File: src/hdl/spherical_angles_to_quaternion_unit_assert.svh
// Assertion macros shared by the shortest-arc quaternion unit.
`ifndef SPHERICAL_ANGLES_TO_QUATERNION_UNIT_ASSERT_SVH
`define SPHERICAL_ANGLES_TO_QUATERNION_UNIT_ASSERT_SVH

// Checked on every rising edge outside reset.
`define SAQ_ASSERT(label, prop, msg) \
    label: assert property (@(posedge i_clk) disable iff (!i_rst_n) prop) else $error(msg);

// Checked on every rising edge, reset included.
`define SAQ_ASSERT_ALWAYS(label, prop, msg) \
    label: assert property (@(posedge i_clk) prop) else $error(msg);

`endif

File: src/hdl/saq_pkg.sv
`default_nettype none

package saq_pkg;

    localparam int ANGLE_BITS = 16;
    localparam int FRAC_BITS  = 15;

    // Quotient bits kept by each divider: one above the fraction for saturation.
    localparam int QBITS = FRAC_BITS + 1;
    // Numerator: magnitude up to 2^31 shifted by QBITS, plus the root.
    localparam int NUM_W = 33 + QBITS;
    // Denominator: twice the root, the root being at most 2^31.
    localparam int DEN_W = 33;

    localparam logic [30:0] ONE_Q30     = 31'h4000_0000;
    localparam logic [30:0] HALF_PI_Q30 = 31'd1686629713;
    // dz at or below minus this magnitude counts as pointing away from +z.
    localparam logic [30:0] OPP_LIMIT   = 31'h4000_0000 - 31'd1073;
    localparam logic [31:0] QUARTER_TURN = 32'h4000_0000;

    localparam int HORNER_STEPS = 4;
    localparam logic [6:0] HORNER_DIV [HORNER_STEPS] = '{7'd72, 7'd42, 7'd20, 7'd6};
    // floor(2^32 / d); one correction step after the product gives the exact quotient.
    localparam logic [29:0] HORNER_RECIP [HORNER_STEPS] = '{
        30'((64'd1 << 32) / 64'd72),
        30'((64'd1 << 32) / 64'd42),
        30'((64'd1 << 32) / 64'd20),
        30'((64'd1 << 32) / 64'd6)
    };

    typedef struct packed {
        logic        neg;
        logic [30:0] mag;
    } t_sgn_mag;

    typedef struct packed {
        logic neg;
        logic opposite;
    } t_div_side;

endpackage

`default_nettype wire

File: src/hdl/saq_div.sv
`default_nettype none

module saq_div (
    input  wire                          i_clk,
    input  wire                          i_rst_n,
    input  wire                          i_valid,
    input  wire [saq_pkg::NUM_W-1:0]     i_num,
    input  wire [saq_pkg::DEN_W-1:0]     i_den,
    input  wire saq_pkg::t_div_side      i_side,
    output logic                         o_valid,
    output logic signed [saq_pkg::QBITS-1:0] o_quot,
    output saq_pkg::t_div_side           o_side
);
    import saq_pkg::*;

    logic [DEN_W-1:0] r_rem  [0:QBITS-1];
    logic [QBITS-1:0] r_nlo  [0:QBITS-1];
    logic [QBITS-1:0] r_q    [0:QBITS];
    logic [DEN_W-1:0] r_den  [0:QBITS-1];
    logic             r_ovf  [0:QBITS];
    t_div_side        r_side [0:QBITS];
    logic             r_v    [0:QBITS];

    logic signed [QBITS-1:0] r_quot;
    t_div_side               r_side_o;
    logic                    r_vo;
    logic                    w_big;
    logic [QBITS-1:0]        w_q;

    // The quotient fits QBITS bits unless the numerator reaches den << QBITS.
    always_ff @(posedge i_clk) begin
        r_ovf[0]  <= i_num >= {i_den, {QBITS{1'b0}}};
        r_rem[0]  <= i_num[NUM_W-1:QBITS];
        r_nlo[0]  <= i_num[QBITS-1:0];
        r_den[0]  <= i_den;
        r_q[0]    <= '0;
        r_side[0] <= i_side;
    end

    always_ff @(posedge i_clk) begin
        if (!i_rst_n) begin
            r_v[0] <= 1'b0;
        end else begin
            r_v[0] <= i_valid;
        end
    end

    genvar j;
    generate
        for (j = 0; j < QBITS; j++) begin : g_step
            logic [DEN_W:0] w_rs;
            logic [DEN_W:0] w_diff;
            logic           w_ge;

            assign w_rs   = {r_rem[j], r_nlo[j][QBITS-1-j]};
            assign w_diff = w_rs - {1'b0, r_den[j]};
            assign w_ge   = w_rs >= {1'b0, r_den[j]};

            always_ff @(posedge i_clk) begin
                r_q[j+1]    <= {r_q[j][QBITS-2:0], w_ge};
                r_ovf[j+1]  <= r_ovf[j];
                r_side[j+1] <= r_side[j];
            end

            if (j < QBITS - 1) begin : g_carry
                always_ff @(posedge i_clk) begin
                    r_rem[j+1] <= w_ge ? w_diff[DEN_W-1:0] : w_rs[DEN_W-1:0];
                    r_nlo[j+1] <= r_nlo[j];
                    r_den[j+1] <= r_den[j];
                end
            end

            always_ff @(posedge i_clk) begin
                if (!i_rst_n) begin
                    r_v[j+1] <= 1'b0;
                end else begin
                    r_v[j+1] <= r_v[j];
                end
            end
        end
    endgenerate

    assign w_q = r_q[QBITS];

    // Saturate to [-2^F, 2^F-1] and apply the sign.
    always_comb begin
        if (r_side[QBITS].neg) begin
            w_big = r_ovf[QBITS] || (w_q > (QBITS'(1) << FRAC_BITS));
        end else begin
            w_big = r_ovf[QBITS] || w_q[QBITS-1];
        end
    end

    always_ff @(posedge i_clk) begin
        r_side_o <= r_side[QBITS];
        if (r_side[QBITS].neg) begin
            r_quot <= w_big ? {1'b1, {FRAC_BITS{1'b0}}} : $signed(QBITS'(0) - w_q);
        end else begin
            r_quot <= w_big ? {1'b0, {FRAC_BITS{1'b1}}} : $signed(w_q);
        end
    end

    always_ff @(posedge i_clk) begin
        if (!i_rst_n) begin
            r_vo <= 1'b0;
        end else begin
            r_vo <= r_v[QBITS];
        end
    end

    assign o_valid = r_vo;
    assign o_quot  = r_quot;
    assign o_side  = r_side_o;

endmodule

`default_nettype wire

File: config.mk
export PLATFORM = sky130hd
export DESIGN_NAME = saq_div
export DESIGN_NICKNAME = d
export VERILOG_FILES = /design/src/hdl/spherical_angles_to_quaternion_unit_assert.svh /design/src/hdl/saq_pkg.sv /design/src/hdl/saq_div.sv
export SDC_FILE = /design/constraint.sdc
export NUM_CORES = 2
export LEC_CHECK = 0
export ABC_AREA = 1
export BUFFER_PORTS_ARGS = -buffer_cell sky130_fd_sc_hd__buf_4
export CAP_MARGIN = 20
export CORE_MARGIN = 2
export CORE_UTILIZATION = 55
export DETAILED_ROUTE_END_ITERATION = 10
export PLACE_DENSITY = 0.72
export SYNTH_ARGS = -nofsm -noshare
export SYNTH_HDL_FRONTEND = slang
export SYNTH_SLANG_ARGS = --single-unit
File: constraint.sdc
create_clock -name i_clk -period 2.4 [get_ports i_clk]
set_clock_uncertainty 0.05 [all_clocks]
set_input_delay 0.36 -clock i_clk [delete_from_list [all_inputs] [get_ports i_clk]]
set_output_delay 0.36 -clock i_clk [all_outputs]
set_load 0.05 [all_outputs]
# Yosys cells after proc, flatten, opt, wreduce, memory -nomap -nowiden
# Memories as Yosys holds them, arrays and structs flattened. A register that Yosys moved wholly into a read port is not among the register bits.
# Index checks and enable logic that the tools add are counted.
# word_totals
reg_bits	18
mem_bits_rw	1652
mem_count	7
# memory_table
name	depth	word_bits	read_ports	rd_clocked_by_memory_dff	write_ports	line	text
r_den	16	33	16	0	16	saq_div.sv:19	logic [DEN_W-1:0] r_den [0:QBITS-1];
r_rem	16	33	16	0	16	saq_div.sv:16	logic [DEN_W-1:0] r_rem [0:QBITS-1];
r_q	17	16	17	0	17	saq_div.sv:18	logic [QBITS-1:0] r_q [0:QBITS];
r_nlo	16	16	16	0	16	saq_div.sv:17	logic [QBITS-1:0] r_nlo [0:QBITS-1];
r_side	17	2	17	0	17	saq_div.sv:21	t_div_side r_side [0:QBITS];
r_ovf	17	1	17	0	17	saq_div.sv:20	logic r_ovf [0:QBITS];
+1 memories	n/a	n/a	n/a	n/a	n/a	n/a	
# op_classes
n_addsub	16
n_lt_le_gt_ge	18
muxes	38
bitwise	17
reduce_logical	3
# ops
op	n
34-bit by 33-bit greater-or-equal comparator with 1-bit output	16
33-bit two-way mux	15
33-bit subtractor	15
49-bit greater-or-equal comparator	1
16-bit two-way mux	3
1-bit two-way mux	20
1-bit bitwise OR	17
16-bit greater-than comparator, second input constant	1
1-bit by 16-bit subtractor with 16-bit output, first input constant	1
1-bit logical OR	2
1-bit logical NOT	1

# Longest topological paths before layout
# depth
depth_word	5
ltp_mapped	16
mapped_depth_nobuf	16

# Least setup slack after synthesis
# No wires, ideal clock.
# synth_timing
path_kind	reg2reg
start	mem r_nlo[3][12] (netlist name)
end	mem r_rem[4][25]
setup_time_ps	112
arrival_time_ps	1733
required_time_ps	2238
path_slack_ps	505
path_stages_with_launch	14
n_path_buf	1
cell_sequence	dfxtp_1 inv_1 ha_1 inv_1 fa_1 nand3_1 nand3_1 nand2_1 nand2_1 nand2_2 nand2_8 buf_8 nand3_2 nand2_1
# synth_lines
item	line
start: declaration	saq_div.sv:17
end: declaration	saq_div.sv:16

==> impl_metrics.json <==
{
  "outcome": "completed",
  "ir_drop_mv": 0.9276,
  "hold_viol_final": 0,
  "cp_cell_sequence": "inv_1 > ha_1 > a21oi_1 > o21ai_0 > a21oi_1 > nand2_1 > nor2_2 > buf_4 > nand3_1 > nand2_1",
  "syn_inst": 11938,
  "placementRows": 138,
  "setup_viol": 0,
  "synth.top_cells.by_count": "4529 x nand2_1, 2468 x inv_1, 1415 x dfxtp_1",
  "p_total_mw": 129.5,
  "synthTopCellsByArea": "dfxtp_1 36%, nand2_1 22%, inv_1 12%, ha_1 9.0%, nand3_1 6.2%",
  "cp_top_family": "compound AO/OA/AOI/OAI gates",
  "ys_types": 39,
  "synth_top_area_share_pct": 36.33,
  "first_global_vias": 69521,
  "grt_pass1_wl_um": 392500,
  "root_buffer": "clkbuf_16",
  "critPathMaxFanout": 19,
  "die_area_um2": 144800,
  "cp.required_ps": 3070,
  "met2_usage_pct": 54.67,
  "post-synth-top-count-cell": "nand2_1",
  "internal_power_mw": 69.39,
  "core_region_area_um2": 141100,
  "via_per_inst": 5.107,
  "antenna_found_initial": 15,
  "first_pass_iters": 6,
  "synthArstFlopShare_pct": 0,
  "min_path_type": "in -> reg",
  "min_period_over_period_pct": 97.57,
  "max_freq_mhz": 427.0,
  "grt.met1_usage_pct": 47.48,
  "htreeDepth": 4,
  "layout-drive-gt1-share_pct": 9.627,
  "cts_made_buffers": 149,
  "final.setup.worst_slack_ps": 58.33,
  "p_seq_share_pct": 27.8,
  "cpMaxStageDelayCell": "dfxtp_1",
  "rsz0062_at_grt": "yes",
  "swShare_pct": 46.43,
  "clockBufferDepth": 3,
  "yosysTopAreaCell": "dfxtp_1",
  "hpwl_um": 208200,
  "start_util_pct": 55.27,
  "synth_edf_count": 0,
  "utilization_pct": 64.82,
  "syn_area_per_cell_um2": 6.531,
  "wire_per_inst_um": 17.83,
  "gr-usage-met3_pct": 4.996,
  "fin_cells": 14536,
  "slew_violations": 0,
  "syn_area_um2": 77970,
  "leakagePower_nw": 52.25,
  "ys_seq_area_share_pct": 36.33,
  "grt_max_degree": 36,
  "grt_usage_pct": 34.73,
  "ys_seq_elements": 1415,
  "vias": 74239,
  "ys_warn_count": 0,
  "p_comb_share_pct": 53.2,
  "busiest_layer": "met2",
  "crit_arrival_ps": 3010,
  "clk_pin_slew_worst_paths_ps": 60,
  "pin_count": 106,
  "endpoint_kind": "flop",
  "critPathKind": "reg -> reg",
  "fin_nets": 13182,
  "die_w_um": 380.5,
  "drv_cap": 0,
  "p_clk_share_pct": 19.0,
  "worstMarginPinSlew_ps": 627.1,
  "place_ws_ps": -62.44,
  "wl_um": 259200,
  "fin_crit_ps": 2342,
  "synth_flop_cell": "dfxtp_1",
  "route.detailed.drc": 0,
  "area_growth_pct": 17.28,
  "cts_tree": "done",
  "routabilityCongestion": 1.021,
  "grt-ovfl-total": 0,
  "placed_cells": 14149,
  "portBuffers": 105,
  "max_stage_delay_ps": 330,
  "startpoint_type": "flop",
  "worst_slew_margin_rel_pct": 57.81,
  "powerDensity_nw_per_um2": 1417,
  "net-switching-power_mw": 60.15,
  "ant_nets": 0,
  "die_h_um": 380.5,
  "drtIter0Drc": 6655,
  "cts_sinks": 1415,
  "path_buf_inv": 2,
  "synth_fp_nets": 12602,
  "clkLatencyLatePin_ps": 820
}
## per-layer routing
layer  wire length (um)  share of wire (%)
met1             115600                 45
met2             112200                 43
met3              19350                7.5
met4              12010                4.6
met5                  0                  0
## power by group through the flow
| stage | sequential [mW] | clock (mW) | combinational [mW] |
|---|---|---|---|
| floorplan | 32.8 | 0 | 45.6 |
| global placement | 36.2 | 0 | 63.7 |
| detailed placement | 36.1 | 0 | 64.6 |
| CTS | 35.7 | 24.9 | 65.2 |
| global route | 36.3 | 25.9 | 77.0 |
| finish | 36.0 | 24.7 | 68.9 |
## per-stage QoR
step           cell area [um^2]  setup TNS (ps)  hold WS [ps]
2_1_floorplan             77970               0         259.6
3_5_place_dp              83380          -296.0         262.1
5_1_grt                   91440          -685.0         132.9
6_report                  91440               0         161.1
3_3_place_gp              83380          -309.2         259.6
4_1_cts                   89600               0         116.0
## what timing repair did
action | in CTS | in global routing
setup endpoints to repair | 53 | 436
pin swaps | 0 | 29
hold endpoints to repair | 102 | 0
resized for setup | 15 | 393
gates cloned | 0 | 5
hold buffers | 87 | 0
buffers inserted | 0 | 16
## flip-flops by register name, summed over array words and instances, names as in the netlist
register	cells
r_den	528
r_rem	528
r_nlo	136
r_q	136
r_side	34
r_ovf	17
r_v	17
o_quot	16
o_side	2
o_valid	1
## cells by family after synthesis
group / after synthesis / synth area share, %
AOI/OAI and AO/OA: 432 / 2.893
DFF: 1415 / 36.33
buffers and inverters: 2615 / 13.17
xor gates and xnor gates: 221 / 2.483
adders and majority gates: 577 / 9.404
and+or+nand+nor: 6678 / 35.71
## path summary, 6_finish.rpt
check                start           end  slack (ps)  depth (start not counted)
min reg2reg    r_nlo[8][4]   r_nlo[9][4]         260                          0
max reg2reg  r_den[0][194]   r_rem[6][5]          60                         10
max          r_den[0][194]   r_rem[6][5]          60                         10
min              i_side[1]  r_side[0][1]         160                          2
## cell usage in the layout, fill, tap and decap left out, types with 11 or more instances in the layout
cell           Yosys  layout
o21ai_0           46      44
xnor2_1           16      16
clkbuf_16          0     153
a21oi_2            0      11
xor2_1           205     205
clkbuf_8           0      13
or2_2             29      29
clkbuf_1           4      23
nand2_1         4529    4447
ha_2               0      28
nor2_1           662     586
dfxtp_1         1415    1353
a21oi_1          340     329
nor2_2            32      85
o21bai_1          13      13
dlygate4sd3_1      0      87
dfxtp_2            0      60
ha_4               0      51
and2_1            60      60
buf_12             0      51
nand4_1           25      25
nor2_4             1      24
nand3_2           24      29
clkinvlp_4         0      15
nor3_1           141     128
inv_1           2468    2464
nand3b_1         162     162
nor3_2            11      23
nand2_4           14      15
nand2_2           17      95
buf_4              1     424
clkinv_2           0      19
nand3_1          962     957
ha_1             562     483
fa_2               0      12
a21o_1            12      12
bufinv_16          0      19
## final cells by class
type                            count  area [um^2]
Inverter                         2471         9275
Tap cell                         1890         2365
Multi-Input combinational cell   7911        40870
Fill cell                       12933        49620
Sequential cell                  1415        28410
Antenna cell                        5        12.51
Clock inverter                     87         1267
Timing Repair Buffer              570         5200
Clock buffer                      187         4044
Note: power is estimated with default switching activity, not from simulation.
